## src/rtl/wcg_pkg.sv

```systemverilog
`timescale 1ns / 1ps
package wcg_pkg;

    localparam int MAX_LENGTH    = 4096;
    localparam int FRACTION_BITS = 16;

    localparam int INDEX_W    = 12;
    localparam int KIND_W     = 2;
    localparam int LENGTH_W   = 13;
    localparam int CFG_INDEX_W = 1;
    localparam int CFG_DATA_W = 13;

    // shared divider: 44-bit dividend, 13-bit divisor, 32 quotient bits
    localparam int NUM_W  = 44;
    localparam int DEN_W  = 13;
    localparam int QUOT_W = 32;

    localparam int QUEUE_DEPTH   = 2;
    localparam int HORNER_STEPS  = 8;

    localparam logic [31:0] PI_Q30      = 32'd3373259426;
    localparam logic [31:0] PI_HALF_Q30 = 32'd1686629713;
    localparam logic [30:0] Q30_ONE     = 31'h4000_0000;
    localparam logic [29:0] HAMMING_A   = 30'd579820585;
    localparam logic [29:0] HAMMING_B   = 30'd493921239;
    localparam logic [29:0] HANN_AB     = 30'd536870912;

    localparam logic [KIND_W-1:0] KIND_RECT    = 2'd0;
    localparam logic [KIND_W-1:0] KIND_TRI     = 2'd1;
    localparam logic [KIND_W-1:0] KIND_HAMMING = 2'd2;
    localparam logic [KIND_W-1:0] KIND_HANN    = 2'd3;

    localparam logic [CFG_INDEX_W-1:0] REG_WINDOW_KIND   = 1'b0;
    localparam logic [CFG_INDEX_W-1:0] REG_WINDOW_LENGTH = 1'b1;

    // how the back end treats a transaction
    localparam logic [1:0] MODE_ONE  = 2'd0;
    localparam logic [1:0] MODE_ZERO = 2'd1;
    localparam logic [1:0] MODE_TRI  = 2'd2;
    localparam logic [1:0] MODE_COS  = 2'd3;

    typedef struct packed {
        logic [1:0]  mode;
        logic        hamming;
        logic [11:0] d;
        logic [11:0] nm1;
    } wcg_item_t;

    // taylor divisors k(k-1) for k = 16, 14, ..., 2
    function automatic logic [7:0] horner_div(input int step);
        logic [7:0] k;
        begin
            case (step)
                0:       k = 8'd240;
                1:       k = 8'd182;
                2:       k = 8'd132;
                3:       k = 8'd90;
                4:       k = 8'd56;
                5:       k = 8'd30;
                6:       k = 8'd12;
                default: k = 8'd2;
            endcase
            return k;
        end
    endfunction

    // floor(2^32 / k(k-1)), quotient estimate is low by at most one
    function automatic logic [31:0] horner_recip(input int step);
        logic [31:0] m;
        begin
            case (step)
                0:       m = 32'd17895697;
                1:       m = 32'd23598721;
                2:       m = 32'd32537631;
                3:       m = 32'd47721858;
                4:       m = 32'd76695844;
                5:       m = 32'd143165576;
                6:       m = 32'd357913941;
                default: m = 32'd2147483648;
            endcase
            return m;
        end
    endfunction

endpackage

```

## src/rtl/wcg_queue.sv

```systemverilog
`timescale 1ns / 1ps
module wcg_queue #(
    parameter int DEPTH = wcg_pkg::QUEUE_DEPTH
) (
    input  logic                clk,
    input  logic                rst_n,
    input  logic                push_valid,
    output logic                push_ready,
    input  wcg_pkg::wcg_item_t  push_item,
    output logic                pop_valid,
    input  logic                pop_en,
    output wcg_pkg::wcg_item_t  pop_item
);
    import wcg_pkg::*;

    localparam int PTR_W = (DEPTH > 1) ? $clog2(DEPTH) : 1;
    localparam int CNT_W = $clog2(DEPTH + 1);

    wcg_item_t          entry_reg [0:DEPTH-1];
    logic [PTR_W-1:0]   wr_ptr_reg;
    logic [PTR_W-1:0]   wr_ptr_next;
    logic [PTR_W-1:0]   rd_ptr_reg;
    logic [PTR_W-1:0]   rd_ptr_next;
    logic [CNT_W-1:0]   count_reg;
    logic [CNT_W-1:0]   count_next;
    logic               do_push;
    logic               do_pop;

    assign push_ready = (count_reg != CNT_W'(DEPTH));
    assign pop_valid  = (count_reg != '0);
    assign pop_item   = entry_reg[rd_ptr_reg];
    assign do_push    = push_valid && push_ready;
    assign do_pop     = pop_en && pop_valid;

    always_comb
    begin
        wr_ptr_next = wr_ptr_reg;
        rd_ptr_next = rd_ptr_reg;
        count_next  = count_reg;
        if (do_push)
        begin
            wr_ptr_next = (wr_ptr_reg == PTR_W'(DEPTH - 1)) ? '0 : wr_ptr_reg + 1'b1;
        end
        if (do_pop)
        begin
            rd_ptr_next = (rd_ptr_reg == PTR_W'(DEPTH - 1)) ? '0 : rd_ptr_reg + 1'b1;
        end
        if (do_push && !do_pop)
        begin
            count_next = count_reg + 1'b1;
        end
        else if (do_pop && !do_push)
        begin
            count_next = count_reg - 1'b1;
        end
    end

    always_ff @(posedge clk or negedge rst_n)
    begin
        if (!rst_n)
        begin
            wr_ptr_reg <= '0;
            rd_ptr_reg <= '0;
            count_reg  <= '0;
        end
        else
        begin
            wr_ptr_reg <= wr_ptr_next;
            rd_ptr_reg <= rd_ptr_next;
            count_reg  <= count_next;
        end
    end

    always_ff @(posedge clk)
    begin
        if (do_push)
        begin
            entry_reg[wr_ptr_reg] <= push_item;
        end
    end

endmodule

```

## config.mk

```make
export PLATFORM = sky130hd
export DESIGN_NAME = wcg_queue
export DESIGN_NICKNAME = d
export VERILOG_FILES = /design/src/rtl/wcg_pkg.sv /design/src/rtl/wcg_queue.sv
export SDC_FILE = /design/constraint.sdc
export NUM_CORES = 1
export LEC_CHECK = 0
export BUFFER_PORTS_ARGS = -buffer_cell sky130_fd_sc_hd__buf_2
export CAP_MARGIN = 15
export CELL_PAD_IN_SITES_DETAIL_PLACEMENT = 0
export CELL_PAD_IN_SITES_GLOBAL_PLACEMENT = 1
export CORE_MARGIN = 2
export CORE_UTILIZATION = 39
export CTS_CLUSTER_SIZE = 14
export DETAILED_ROUTE_END_ITERATION = 10
export GPL_ROUTABILITY_DRIVEN = 1
export GPL_TIMING_DRIVEN = 0
export PLACE_DENSITY_LB_ADDON = 0.1
export SYNTH_ARGS = -nofsm -noshare
export SYNTH_HDL_FRONTEND = slang
export SYNTH_SLANG_ARGS = --single-unit
```

## constraint.sdc

```tcl
create_clock -name clk -period 2.3 [get_ports clk]
set_input_delay 0.46 -clock clk [delete_from_list [all_inputs] [get_ports clk]]
set_output_delay 0.46 -clock clk [all_outputs]
set_load 0.01 [all_outputs]
```

### Word-level counts from Yosys, hierarchy flattened

Memory sizes are Yosys's and may differ from the RTL's.
Cells that the tools add are included.

* bits in registers: 4
* latch bits: 0
* memory bits (writable): 54
* bits in read-only memories: 0
* input port bits: 31
* output and inout port bits: 29
* logic and storage cells: 23
* memories kept: 1

* $add $sub $neg: 4
* multipliers: 0
* divide/modulo/power cells: 0
* magnitude comparators: 0
* equality and inequality tests: 1
* shifts and indexed selects: 0
* mux-type cells: 6
* bitwise gates (word level): 0
* reductions and logical operators: 8

Memory list
* entry_reg: depth 2, bits a word 27, rd ports 1, clocked after Yosys merged registers in 0, write ports 1, line wcg_queue.sv:19 `wcg_item_t entry_reg [0:DEPTH-1];`

Operators by type and width (count)
* 1-bit logical AND: 4
* 1-bit two-way mux: 4
* 2-bit two-way mux: 2
* 2-bit nonzero test: 2
* 1-bit adder (second input constant): 2
* 2-bit by 1-bit adder with 2-bit output (second input constant): 1
* 1-bit zero test: 2
* 2-bit != test (second input constant): 1
* 2-bit by 1-bit subtractor with 2-bit output (second input constant): 1

### Longest topological paths before layout

* depth in word-level cells: 6
* mapped depth: 7
* depth with buffers taken out: 7

### Least setup slack after synthesis

Ideal clock, no wire load.

* path type: reg-to-reg
* start: reg count_reg[0]
* end: mem entry_reg[0][0] (netlist bit), enable pin
* library setup time: 0.411 ns
* data arrival time: 1.848 ns
* data required time: 1.889 ns
* slack: 0.041 ns
* stages on the path, launching flop included: 4
* path buffers: 0
* clock period less this slack: 2.259 ns
* cells stage by stage: dfrtp_1 > nand2b_1 > nand2_1 > nor2_1

* cells in the longest elaborated chain, start to end: 4

Ends and longest elaborated chain
* start: declaration: line wcg_queue.sv:24 `logic [CNT_W-1:0] count_reg;`
* start signal: assignment: line wcg_queue.sv:70 `count_reg <= count_next;`
* 2-bit != test: line wcg_queue.sv:29 `assign push_ready = (count_reg != CNT_W'(DEPTH));`
* named net push_ready: line wcg_queue.sv:8 `output logic push_ready,`
* 1-bit logical AND: line wcg_queue.sv:32 `assign do_push = push_valid && push_ready;`
* 1-bit two-way mux: line wcg_queue.sv:76 `if (do_push)`
* 1-bit two-way mux (not written as such): line wcg_queue.sv:78 `entry_reg[wr_ptr_reg] <= push_item;`
* end: declaration: line wcg_queue.sv:19

The timed path passes the listed nets, and every way through them passes these cells.

==> flow_summary.ini <==
[critical_path]
end_kind = primary output
max_stage_delay_ps = 380
crit_arrival_ps = 1440
crit_fanout = 10
critical_path.top_delay_family = buffers and inverters
path_cells = buf_6, buf_12, mux2_4, buf_2
cp.required_ps = 1840
start_kind = flop
crit_type = flop to primary output
critPathSlowestCell = dfrtp_1
cp.buffers_inverters = 3

[timing]
holdWs_ps = 327
layout_min_cycle_time_ps = 1900
finClkSkew_ps = 4.36
setup_violations = 0
hold_viol = 0
drv_slew = 0
worstMarginPinSlew_ps = 776
post-route-period-util = 0.827
slew_headroom = 0.482
tns_ps = 0
fin_ws_ps = 398
grt_setup_unrepaired = false
fmax_mhz = 526

[routing]
via_per_inst = 4.45
drc = 0
wire_per_inst_um = 14.4
dr.first_iter.drc_count = 40
ant_nets = 0
dr_total_vias = 1116
wirelength_um = 3610
dr.pass1.iters = 4

[pwr]
leakage_uw = 0.00115
vdd_drop_max_v = 0.000965
p_per_area_nw_per_um2 = 1250

[grt]
gr-total-overflow = 0
grt_max_degree = 17
grt_pass1_vias = 1176
grtUsageTotal = 0.123
grt_pass1_wl_um = 5430
antenna_found_initial = 0

[logic_synthesis]
ys_seq_elements = 58
synth_cells = 102
ys_types = 15
yosysWarnings = 0
yosysSeqAreaShare = 0.768
synth_area_um2 = 2240
synth_fp_nets = 134
avgSynthCellArea_um2 = 22.0

[placement]
dp_hpwl_um = 2450
dpl_cell_area_um2 = 2690
dpl_worst_slack_ps = 428
routabilityCongestion = 0.614
portBuffers = 59

[clock_network]
clkTransAtPathRegs_ps = 60
cts_sinks = 58
clk_path_buf_depth = 2
cts_buffers = 9
clk_latency_ps = 320
cts_tree = yes
cts.root.buffer_cell = clkbuf_8
cts_htree_levels = 3

[floorplanning]
fp.dieArea_um2 = 6370
die_h_um = 79.8
num_rows = 27
initial_utilization = 0.405
io_pins = 60
die_width_um = 79.8
fp.coreArea_um2 = 5540

[min_path]
hold_path.class = input port to flop

[cells_and_area]
drive_gt1_frac = 0.581
nets = 207
stdcell_area_um2 = 2850
insertedDiodeCount = 0
syn2layout_area_growth_pct = 26.9
post-route-util = 0.514
largest_reg_flops = 54

[run]
max-cap-violations = 0

[status]
status = completed
## metrics by stage
stage          power (uW)  instances
5_1_grt              3750        251
3_3_place_gp         2760        233
4_1_cts              3600        251
6_report             3540        251
3_5_place_dp         2870        235
2_1_floorplan        2410        102
## cells in the mapped netlist, drive strengths merged
master,number,area share
ha,1,0.0056
and3,1,0.0028
edfxtp,54,0.72
nor2,2,0.0033
xor2,2,0.0078
or2,1,0.0028
mux2,27,0.17
dfrtp,4,0.045
nand2b,1,0.0028
inv,1,0.0017
buf,3,0.023
nand2,2,0.0033
xnor2,3,0.012
## layout by cell type, fill, tap and decap left out, drive strengths merged
master       count
xnor2            3
nand2            2
and3             1
dfrtp            4
nand2b           1
dlygate4sd3      1
clkbuf          10
mux2            27
or2              1
xor2             2
inv              1
ha               1
edfxtp          54
nor2             2
buf             64
clkinv           5
## repair_timing
| item | in CTS | in global routing |
|---|---|---|
| endpoints found under the setup margin | 0 | 0 |
| hold buffers | 1 | 0 |
| setup buffers | 0 | 0 |
| hold endpoints to repair | 4 | 0 |
| gates resized for setup | 0 | 0 |
## path summary, 6_finish.rpt
kind | startpoint | end | slack (ps) | cells after the start
worst max-delay path | rd_ptr_reg | pop_item[22] | 400 | 4
worst min-delay path | push_item[3] | entry_reg[1][3] | 330 | 1
worst max register to register | count_reg[0] | entry_reg[0][13] | 470 | 4
worst min register to register | count_reg[1] | count_reg[1] | 490 | 1
max in group asynchronous | rst_n | rd_ptr_reg | 1710 | 2
min in group asynchronous | rst_n | count_reg[1] | 470 | 2
## per-layer routing
layer	wire length, um	GRT usage
met5	0	0
met4	51	0.0661
met3	192	0.0509
met2	1880	0.207
met1	1490	0.130
## report_power, final
part / internal [uW] / switching (uW)
Clock: 371 / 353
Sequential: 1450 / 74.5
Combinational: 696 / 597
Total: 2520 / 1020
## cells by family after synthesis
| family | after synthesis | share of synthesized area |
|---|---|---|
| XOR/XNOR | 5 | 0.0195 |
| adder cells (fa/ha/maj) | 1 | 0.00558 |
| buffers and inverters | 4 | 0.0246 |
| flip-flops | 58 | 0.768 |
| multiplexers | 27 | 0.167 |
| AND/OR/NAND/NOR | 7 | 0.0151 |
## cell type report
type,instances,area (um^2)
Multi-Input combinational cell,40,468
Clock inverter,5,22.5
Fill cell,489,2700
Clock buffer,10,128
Sequential cell,58,1720
Inverter,1,3.75
Timing Repair Buffer,62,360
Tap cell,72,90.1
Buffer,3,51.3
## worst reg2reg max path, stage by stage, from the launching register on
cell,delay (ps)
dfrtp_1,400
nand2b_1,160
nand2_1,120
nor2_2,620
buf_16,240
Power figures use the tool's default switching activity.
