## src/rtl/wcg_pkg.sv

```systemverilog
`timescale 1ns / 1ps
package wcg_pkg;

    localparam int MAX_LENGTH    = 4096;
    localparam int FRACTION_BITS = 16;

    localparam int INDEX_W    = 12;
    localparam int KIND_W     = 2;
    localparam int LENGTH_W   = 13;
    localparam int CFG_INDEX_W = 1;
    localparam int CFG_DATA_W = 13;

    // shared divider: 44-bit dividend, 13-bit divisor, 32 quotient bits
    localparam int NUM_W  = 44;
    localparam int DEN_W  = 13;
    localparam int QUOT_W = 32;

    localparam int QUEUE_DEPTH   = 2;
    localparam int HORNER_STEPS  = 8;

    localparam logic [31:0] PI_Q30      = 32'd3373259426;
    localparam logic [31:0] PI_HALF_Q30 = 32'd1686629713;
    localparam logic [30:0] Q30_ONE     = 31'h4000_0000;
    localparam logic [29:0] HAMMING_A   = 30'd579820585;
    localparam logic [29:0] HAMMING_B   = 30'd493921239;
    localparam logic [29:0] HANN_AB     = 30'd536870912;

    localparam logic [KIND_W-1:0] KIND_RECT    = 2'd0;
    localparam logic [KIND_W-1:0] KIND_TRI     = 2'd1;
    localparam logic [KIND_W-1:0] KIND_HAMMING = 2'd2;
    localparam logic [KIND_W-1:0] KIND_HANN    = 2'd3;

    localparam logic [CFG_INDEX_W-1:0] REG_WINDOW_KIND   = 1'b0;
    localparam logic [CFG_INDEX_W-1:0] REG_WINDOW_LENGTH = 1'b1;

    // how the back end treats a transaction
    localparam logic [1:0] MODE_ONE  = 2'd0;
    localparam logic [1:0] MODE_ZERO = 2'd1;
    localparam logic [1:0] MODE_TRI  = 2'd2;
    localparam logic [1:0] MODE_COS  = 2'd3;

    typedef struct packed {
        logic [1:0]  mode;
        logic        hamming;
        logic [11:0] d;
        logic [11:0] nm1;
    } wcg_item_t;

    // taylor divisors k(k-1) for k = 16, 14, ..., 2
    function automatic logic [7:0] horner_div(input int step);
        logic [7:0] k;
        begin
            case (step)
                0:       k = 8'd240;
                1:       k = 8'd182;
                2:       k = 8'd132;
                3:       k = 8'd90;
                4:       k = 8'd56;
                5:       k = 8'd30;
                6:       k = 8'd12;
                default: k = 8'd2;
            endcase
            return k;
        end
    endfunction

    // floor(2^32 / k(k-1)), quotient estimate is low by at most one
    function automatic logic [31:0] horner_recip(input int step);
        logic [31:0] m;
        begin
            case (step)
                0:       m = 32'd17895697;
                1:       m = 32'd23598721;
                2:       m = 32'd32537631;
                3:       m = 32'd47721858;
                4:       m = 32'd76695844;
                5:       m = 32'd143165576;
                6:       m = 32'd357913941;
                default: m = 32'd2147483648;
            endcase
            return m;
        end
    endfunction

endpackage

```

## src/rtl/wcg_front.sv

```systemverilog
`timescale 1ns / 1ps
module wcg_front (
    input  logic                          clk,
    input  logic                          rst_n,
    input  logic                          in_valid,
    output logic                          in_ready,
    input  logic [wcg_pkg::INDEX_W-1:0]   sample_index,
    input  logic [wcg_pkg::KIND_W-1:0]    window_kind,
    input  logic [wcg_pkg::LENGTH_W-1:0]  window_length,
    output logic                          push_valid,
    input  logic                          push_ready,
    output wcg_pkg::wcg_item_t            push_item
);
    import wcg_pkg::*;

    logic [16:0]     len_ext;
    logic [16:0]     n_sat;
    logic [12:0]     n;
    logic            oor;
    logic [11:0]     nm1;
    logic [12:0]     two_i;
    logic [12:0]     nm1_w;
    logic [12:0]     d_w;
    wcg_item_t       item_next;
    wcg_item_t       item_reg;
    logic            valid_reg;
    logic            valid_next;
    logic            accept;

    always_comb
    begin
        len_ext = 17'(window_length);
        n_sat   = (len_ext > 17'(MAX_LENGTH)) ? 17'(MAX_LENGTH) : len_ext;
        n       = n_sat[12:0];
        oor     = ({1'b0, sample_index} >= n);
        nm1     = 12'(n - 13'd1);
        two_i   = {sample_index, 1'b0};
        nm1_w   = {1'b0, nm1};
        d_w     = (two_i >= nm1_w) ? (two_i - nm1_w) : (nm1_w - two_i);

        item_next.d       = d_w[11:0];
        item_next.nm1     = nm1;
        item_next.hamming = (window_kind == KIND_HAMMING);
        if (oor)
        begin
            item_next.mode = MODE_ZERO;
        end
        else if (window_kind == KIND_RECT || n == 13'd1)
        begin
            item_next.mode = MODE_ONE;
        end
        else if (window_kind == KIND_TRI)
        begin
            item_next.mode = MODE_TRI;
        end
        else
        begin
            item_next.mode = MODE_COS;
        end
    end

    assign in_ready   = !valid_reg || push_ready;
    assign accept     = in_valid && in_ready;
    assign push_valid = valid_reg;
    assign push_item  = item_reg;

    always_comb
    begin
        if (accept)
        begin
            valid_next = 1'b1;
        end
        else if (push_ready)
        begin
            valid_next = 1'b0;
        end
        else
        begin
            valid_next = valid_reg;
        end
    end

    always_ff @(posedge clk or negedge rst_n)
    begin
        if (!rst_n)
        begin
            valid_reg <= 1'b0;
        end
        else
        begin
            valid_reg <= valid_next;
        end
    end

    always_ff @(posedge clk)
    begin
        if (accept)
        begin
            item_reg <= item_next;
        end
    end

endmodule

```

## config.mk

```make
export PLATFORM = sky130hd
export DESIGN_NAME = wcg_front
export DESIGN_NICKNAME = d
export VERILOG_FILES = /design/src/rtl/wcg_pkg.sv /design/src/rtl/wcg_front.sv
export SDC_FILE = /design/constraint.sdc
export NUM_CORES = 1
export LEC_CHECK = 0
export ABC_AREA = 1
export BUFFER_PORTS_ARGS = -buffer_cell sky130_fd_sc_hd__buf_2
export CAP_MARGIN = 30
export CORE_MARGIN = 3
export CORE_UTILIZATION = 55
export CTS_CLUSTER_DIAMETER = 40
export DETAILED_ROUTE_END_ITERATION = 16
export GPL_ROUTABILITY_DRIVEN = 0
export PLACE_DENSITY = 0.92
export SLEW_MARGIN = 5
export SYNTH_ARGS = -nofsm -noshare
export SYNTH_HDL_FRONTEND = slang
export SYNTH_SLANG_ARGS = --single-unit
```

## constraint.sdc

```tcl
create_clock -name clk -period 6.62 [get_ports clk]
set_input_delay 0.662 -clock clk [delete_from_list [all_inputs] [get_ports clk]]
set_output_delay 0.662 -clock clk [all_outputs]
set_load 0.02 [all_outputs]
```

# == Word level (Yosys, flattened, before mapping) ==
# Index checks and enable logic that the tools add are counted.
# word_totals
ff_bits,28
latch_bits,0
ramBits,0
mem_bits_ro,0
in_bits,31
out_inout_bits,29
word_cells,28
n_memories,0
# classes
add_sub_neg,3
mul,0
n_div,0
magnitude_cmp,3
n_eq_ne,3
shifts,0
mux,6
bitwise,0
n_reduce_logical,7
# ops
operator,count
subtractor 12 bit,2
"== test 13 x 1 -> 1 bit, second input constant",1
>= comparator 12 x 13 -> 1 bit,1
>= comparator 13 x 12 -> 1 bit,1
"> comparator 13 bit, second input constant",1
2-to-1 mux 13 bit,1
2-to-1 mux 12 bit,1
"subtractor 12 x 1 -> 12 bit, second input constant",1
2-to-1 mux 1 bit,4
"== test 2 x 1 -> 1 bit, second input constant",1
"== test 2 bit, second input constant",1
zero test 2 bit,1
logical OR 1 bit,2
nonzero test 2 bit,1
OR reduction 2 bit,1
logical AND 1 bit,1
zero test 1 bit,1

# == Longest topological paths before layout ==
# Gate-level depths: netlist of the first run.
# depth
ltp_word,5
mapped_depth,25
depth_no_buf,24

# == Least setup slack after synthesis of the first run ==
# Ideal clock, no wire load.
# synth_path
path_type,input to register
startpoint,input window_length[10] (netlist bit)
endpoint,"register item_reg (netlist bit push_item[22]), data pin"
setup_ns,0.253
t_arrival_ns,3.346
required_ns,6.367
path_slack_ns,3.022
path_stages,23
path_buffers,2
cell_sequence,nor2_1 nand2_1 nor2_1 nand2_1 nand2_2 nand2_1 ha_1 nand2_1 xor2_1 inv_1 ha_1 clkbuf_1 nand2_1 nor2_1 a211oi_1 o21ai_2 a31oi_1 nand2_2 nand2_2 nand2_1 buf_4 nand2_1 nand2_1
# synth_rtl
item,line,source
"start, declared",wcg_front.sv:9,"input logic [wcg_pkg::LENGTH_W-1:0] window_length,"
"end signal, assigned",wcg_front.sv:99,item_reg <= item_next;
"end, declared",wcg_front.sv:25,wcg_item_t item_reg;

==> flow_summary.toml, run 1 <==
[layout]
area_growth_pct = 15.9
final_cells = 480
layout_common_cells = "nand2_1, inv_1, buf_2"
fill_cells = 364
drive_gt1_frac = 0.188
nets = 483
layout_commonest_cell = "nand2_1"
antenna_cells = 0
fin_util = 0.687

[critical_path]
worstSetupPathType = "in -> reg"
worstReg2RegStart = "push_valid$_DFFE_PN0P_"
cp_cell_sequence = "buf_2, nor2_1, nand2_1, nor2_1, nand2_1, nand2_2, nand2_1, ha_1, xor2_1, ha_1, a21oi_1, nor2_1, a211oi_1, o21ai_2, a31oi_1, nand2_2, nand2_2, nand2_1, nand2_1, nand2_1"
cp_common_cell = "nand2_1"
crit_fanout = 12
rr_endpoint = "push_item[12]$_DFFE_PP_"
crit_start = "window_length[10]"
cpMaxStageDelayCell = "xor2_1"
crit_end = "push_item[21]$_DFFE_PP_"
required_ns = 6.67
reg2reg_depth = 2
worstPathArrival_ns = 4.06
cp.depth = 20
cp_num_buf_inv = 1
end_kind = "register"
cpPeakStageDelay_ns = 0.37
crit_family = "simple AND/OR/NAND/NOR gates"
reg2reg_slack_ns = 5.39
startpoint_type = "input port"

[timing]
clock.fmax_mhz = 249
hold_ws_ns = 0.133
finalHoldViolations = 0
min_period_ns = 4.02
finalMaxSlewViolations = 0
post-route-period-util = 0.607
finClkSkew_ns = 0.00146
rsz0062_at_grt = "no"
slew_headroom = 0.620
setup_viol = 0
fin_setup_tns_ns = 0
worstMarginPinSlew_ns = 0.563

[route]
wl_mm = 6.04
ant_nets = 0
vias = 2534
wl_met1_mm = 2.52
wl_per_cell_um = 12.6
drc = 0
met3_length_um = 424
wl_met2_mm = 2.95
routed.top_layer = "met4"
via_per_inst = 5.28
drt_iter0_markers = 152
first_pass_iters = 5

[clock_tree]
clk_pin_slew_ns = 0.10
cts_tree = "done"
clockBufferDepth = 2
clock_sinks = 28
insertion_delay_ns = 0.28
clockRootBuffer = "clkbuf_8"
cts-resized-gates = 0
numCtsBuffers = 3
cts_hold_buf = 0
h-tree-depth = 1
post_cts_buffers = 0

[synthesis]
synth_fa_ha_area_frac = 0.171
yosys.cell_types.count = 30
synthTopCellsByArea = "edfxtp_1, ha_1, nand2_1"
syn_avg_cell_area_um2 = 7.48
synthFlopType = "edfxtp_1"
ys_seq_area_frac = 0.311
netlist_area_mm2 = 0.00269
async_reset_ff_frac = 0.0357
yosys_warnings = 0
synth-compound-area-share = 0.0923
ys_ff_latch = 28
syn_inst = 359
synth_area_leader_cell = "edfxtp_1"
synth_top_family_by_area = "simple AND/OR/NAND/NOR gates"
muxShareOfSynthArea = 0
netlist.area_leader.share = 0.302
syn_nets = 426
synth_edf_count = 27
yosys.area_share.simple = 0.244
synthXorXnorAreaFrac = 0.0783

[global_routing]
antenna_found_initial = 0
grt_max_degree = 28
grt_pass1_wl_mm = 9.81
grtUsageTotal = 0.220
grt_pass1_vias = 2284
grt-ovfl-total = 0

[place]
port_buffers = 59
dp.cells = 476
hpwl_mm = 4.98

[floorplan]
dieArea_mm2 = 0.00576
die-height_um = 75.9
start_util = 0.592
core.rowCount = 24
io-pin-count = 60
fp.coreArea_mm2 = 0.00453
die_w_um = 75.9

[power]
power_mw = 0.633
p_leak_nw = 1.69
irDropWorstVdd_uv = 94.0
p_per_area_mw_per_mm2 = 203

[outcome]
outcome = "completed"

[run]
maxCapViolCount = 0

[hold_path]
min_path_type = "in -> async"
-- worst min path at each step --
stage,to,slack (ns),cells after the start
2_1_floorplan,push_valid$_DFFE_PN0P_,0.37,0
6_report,push_valid$_DFFE_PN0P_,0.13,1
5_1_grt,push_valid$_DFFE_PN0P_,0.13,1
3_5_place_dp,push_valid$_DFFE_PN0P_,0.44,1
3_3_place_gp,push_valid$_DFFE_PN0P_,0.44,1
4_1_cts,push_valid$_DFFE_PN0P_,0.13,1
-- stage by stage --
stage               area, um2  setup slack [ns]
floorplan                2690              3.02
CTS                      3110              2.62
detailed placement       3040              2.29
global placement         3040              2.56
finish                   3110              2.60
global route             3110              2.30
-- per-layer routing --
metal,up-vias,GRT usage
met3,17,0.0185
met4,0,0.0738
li1,1275,-
met2,115,0.402
met1,1127,0.268
met5,-,0
-- Yosys cell counts, drive strengths merged (3+ instances only) --
master,number
clkbuf,7
nand3,27
nand4,4
nor3,3
inv,64
a21oi,23
o21ai,11
edfxtp,27
nand2,89
ha,35
xor2,22
nor2,27
-- worst reg2reg max path: cells and delay by family, from the launching register on --
kind                   cells  cell delay (ns)
buffers and inverters      1             0.34
DFF                        1             0.41
AOI/OAI and AO/OA          1             0.15
-- area by class of cell --
cell class                      instances  area, um2  share of cell area
Clock buffer                            3       41.3              0.0133
Clock inverter                          1       30.0             0.00965
Inverter                               64        240              0.0772
Multi-Input combinational cell        258       1570               0.506
Sequential cell                        28        836               0.268
Tap cell                               65       81.3              0.0261
Timing Repair Buffer                   61        310              0.0997
-- power breakdown --
group,leakage (nW),switching (mW),internal [mW],total [mW]
logic,1.39,0.175,0.0956,0.271
clock network,0.0357,0.0561,0.0811,0.137
registers,0.269,0.00360,0.222,0.225
total,1.69,0.235,0.398,0.633
-- cells by family after synthesis --
kind of cell	Yosys count
xor+xnor	24
fa+ha+maj	36
buf+inv	73
simple gates	155
flops	28
compound gates	43
-- sequential cells by signal, summed over array words and instances (netlist names) --
register    count
push_item      27
push_valid      1
Note: power is estimated with default switching activity, not from simulation.
==> run 2: changes to the inputs <==
--- a/config.mk
+++ b/config.mk
@@ -9,11 +9,11 @@
 export BUFFER_PORTS_ARGS = -buffer_cell sky130_fd_sc_hd__buf_2
 export CAP_MARGIN = 30
 export CORE_MARGIN = 3
-export CORE_UTILIZATION = 55
+export CORE_UTILIZATION = 50
 export CTS_CLUSTER_DIAMETER = 40
 export DETAILED_ROUTE_END_ITERATION = 16
 export GPL_ROUTABILITY_DRIVEN = 0
-export PLACE_DENSITY = 0.92
+export PLACE_DENSITY = 0.89
 export SLEW_MARGIN = 5
 export SYNTH_ARGS = -nofsm -noshare
 export SYNTH_HDL_FRONTEND = slang
==> constraint.sdc (replaced) <==
create_clock -name clk -period 3.5 [get_ports clk]
set_input_delay 0.35 -clock clk [delete_from_list [all_inputs] [get_ports clk]]
set_output_delay 0.35 -clock clk [all_outputs]
set_load 0.02 [all_outputs]
==> run 2 against run 1 <==
Compared with the run above: critical path depth grew 2; cell area grew 2.0%; register-to-register slack lost 3.1 ns; setup slack lost 2.3 ns; via count grew 0.67%; sequential share of layout area shrank 0.53 points; clock skew grew 0.0037 ns; flip-flop and latch count is the same; critical endpoint is now push_item[13]$_DFFE_PP_; largest power group unchanged.
==> flow_summary.toml, run 2 (synthesized netlist as in run 1, its figures left out) <==
[global_routing]
antenna_found_initial = 0
grt-ovfl-total = 0
grt_pass1_vias = 2356
grt_pass1_wl_mm = 10.4
grt_max_degree = 28
grtUsageTotal = 0.204

[clock_tree]
clock_sinks = 28
numCtsBuffers = 3
clockRootBuffer = "clkbuf_8"
h-tree-depth = 1
clk_pin_slew_ns = 0.09
insertion_delay_ns = 0.28
clockBufferDepth = 2
cts_tree = "done"

[route]
vias = 2551
via_per_inst = 5.17
drc = 0
wl_mm = 6.14
first_pass_iters = 5
ant_nets = 0
drt_iter0_markers = 197
wl_per_cell_um = 12.4

[critical_path]
crit_fanout = 11
end_kind = "register"
worstReg2RegStart = "push_valid$_DFFE_PN0P_"
startpoint_type = "input port"
required_ns = 3.55
worstSetupPathType = "in -> reg"
worstPathArrival_ns = 3.26
crit_start = "window_length[10]"

[timing]
finalMaxSlewViolations = 0
post-route-period-util = 0.919
min_period_ns = 3.22
finClkSkew_ns = 0.00520
clock.fmax_mhz = 311
setup_viol = 0
fin_ws_ns = 0.285
worstMarginPinSlew_ns = 0.479
finalHoldViolations = 0
slew_headroom = 0.677
hold_ws_ns = 0.289

[outcome]
outcome = "completed"

[power]
p_leak_nw = 1.72
p_per_area_mw_per_mm2 = 356
irDropWorstVdd_uv = 171

[floorplan]
start_util = 0.522
io-pin-count = 60
dieArea_mm2 = 0.00629
fp.coreArea_mm2 = 0.00514
die_w_um = 79.3
die-height_um = 79.3
core.rowCount = 26

[layout]
nets = 491
multi_input_comb_area_mm2 = 0.00159
layout_common_cells = "nand2_1, inv_1, buf_2"
postLayoutCellArea_mm2 = 0.00318
register_area_um2 = 836
layout_commonest_cell = "nand2_1"
drive_gt1_frac = 0.208
fill_cells = 440
largest_reg_flops = 27
antenna_cells = 0
area_growth_pct = 18.3

[hold_path]
hold_start = "in_valid"
min_path_type = "in -> reg"

[place]
post-place-ws_ns = -0.0967
place_area_mm2 = 0.00310
hpwl_mm = 4.93
port_buffers = 59

[run]
maxCapViolCount = 0
==> run 2: cell type report <==
type	instances	share of cell area
clock buffer	3	0.0130
timing repair buffer	69	0.117
multi-input combinational	258	0.502
sequential	28	0.263
tap	70	0.0276
inverter	64	0.0756
clock inverter	1	0.00118
==> run 2: through the flow <==
step | instances | setup TNS [ns] | total power, mW | utilization
floorplan | 359 | 0 | 0.806 | -
global placement | 488 | 0 | 0.931 | 0.603
detailed placement | 488 | -0.758 | 0.945 | 0.603
CTS | 493 | 0 | 1.12 | 0.614
global route | 493 | -0.0378 | 1.22 | 0.618
finish | 493 | 0 | 1.13 | 0.618
==> run 2: power by group <==
group	leakage (nW)	total, mW	internal (mW)	switching [mW]
clock	0.0231	0.175	0.0788	0.0961
combinational	1.43	0.529	0.194	0.335
sequential	0.269	0.426	0.419	0.00693
==> run 2: timing repair <==
action / in CTS / in global routing
endpoints found under the setup margin: 0 / 11
hold buffers: 1 / 0
endpoints found under the hold margin: 1 / 0
setup buffers: 0 / 0
gates resized for setup: 0 / 4
==> run 2: final timing paths <==
check | end | slack, ns | depth (start not counted)
min | push_valid$_DFFE_PN0P_ | 0.29 | 3
max reg2reg | push_item[19]$_DFFE_PP_ | 2.28 | 2
min reg2reg | push_valid$_DFFE_PN0P_ | 0.56 | 2
max | push_item[13]$_DFFE_PP_ | 0.28 | 22
max in group asynchronous | push_valid$_DFFE_PN0P_ | 3.04 | 2
min in group asynchronous | push_valid$_DFFE_PN0P_ | 0.37 | 2
==> run 2: critical path, stage by stage <==
cell and delay (ns):
buf_2 0.10, nor2_1 0.16, nand2_1 0.07, nor2_1 0.10, nand2_1 0.06, nand2_2 0.13, nand2_1 0.13, ha_1 0.26
nand2_1 0.10, xor2_1 0.20, inv_1 0.08, ha_1 0.35, nand2_1 0.11, inv_1 0.11, nand3_1 0.09, o21ai_2 0.23
a31oi_2 0.14, nand2_2 0.10, nand2_2 0.06, buf_4 0.19, nand3b_1 0.08, nand2_1 0.05
==> run 2: metal layers <==
layer,part of all wire,track usage,up-vias
li1,-,-,1285
met1,0.41,0.254,1150
met2,0.51,0.364,100
met3,0.062,0.0238,16
met4,0.021,0.0687,0
met5,0,0,-
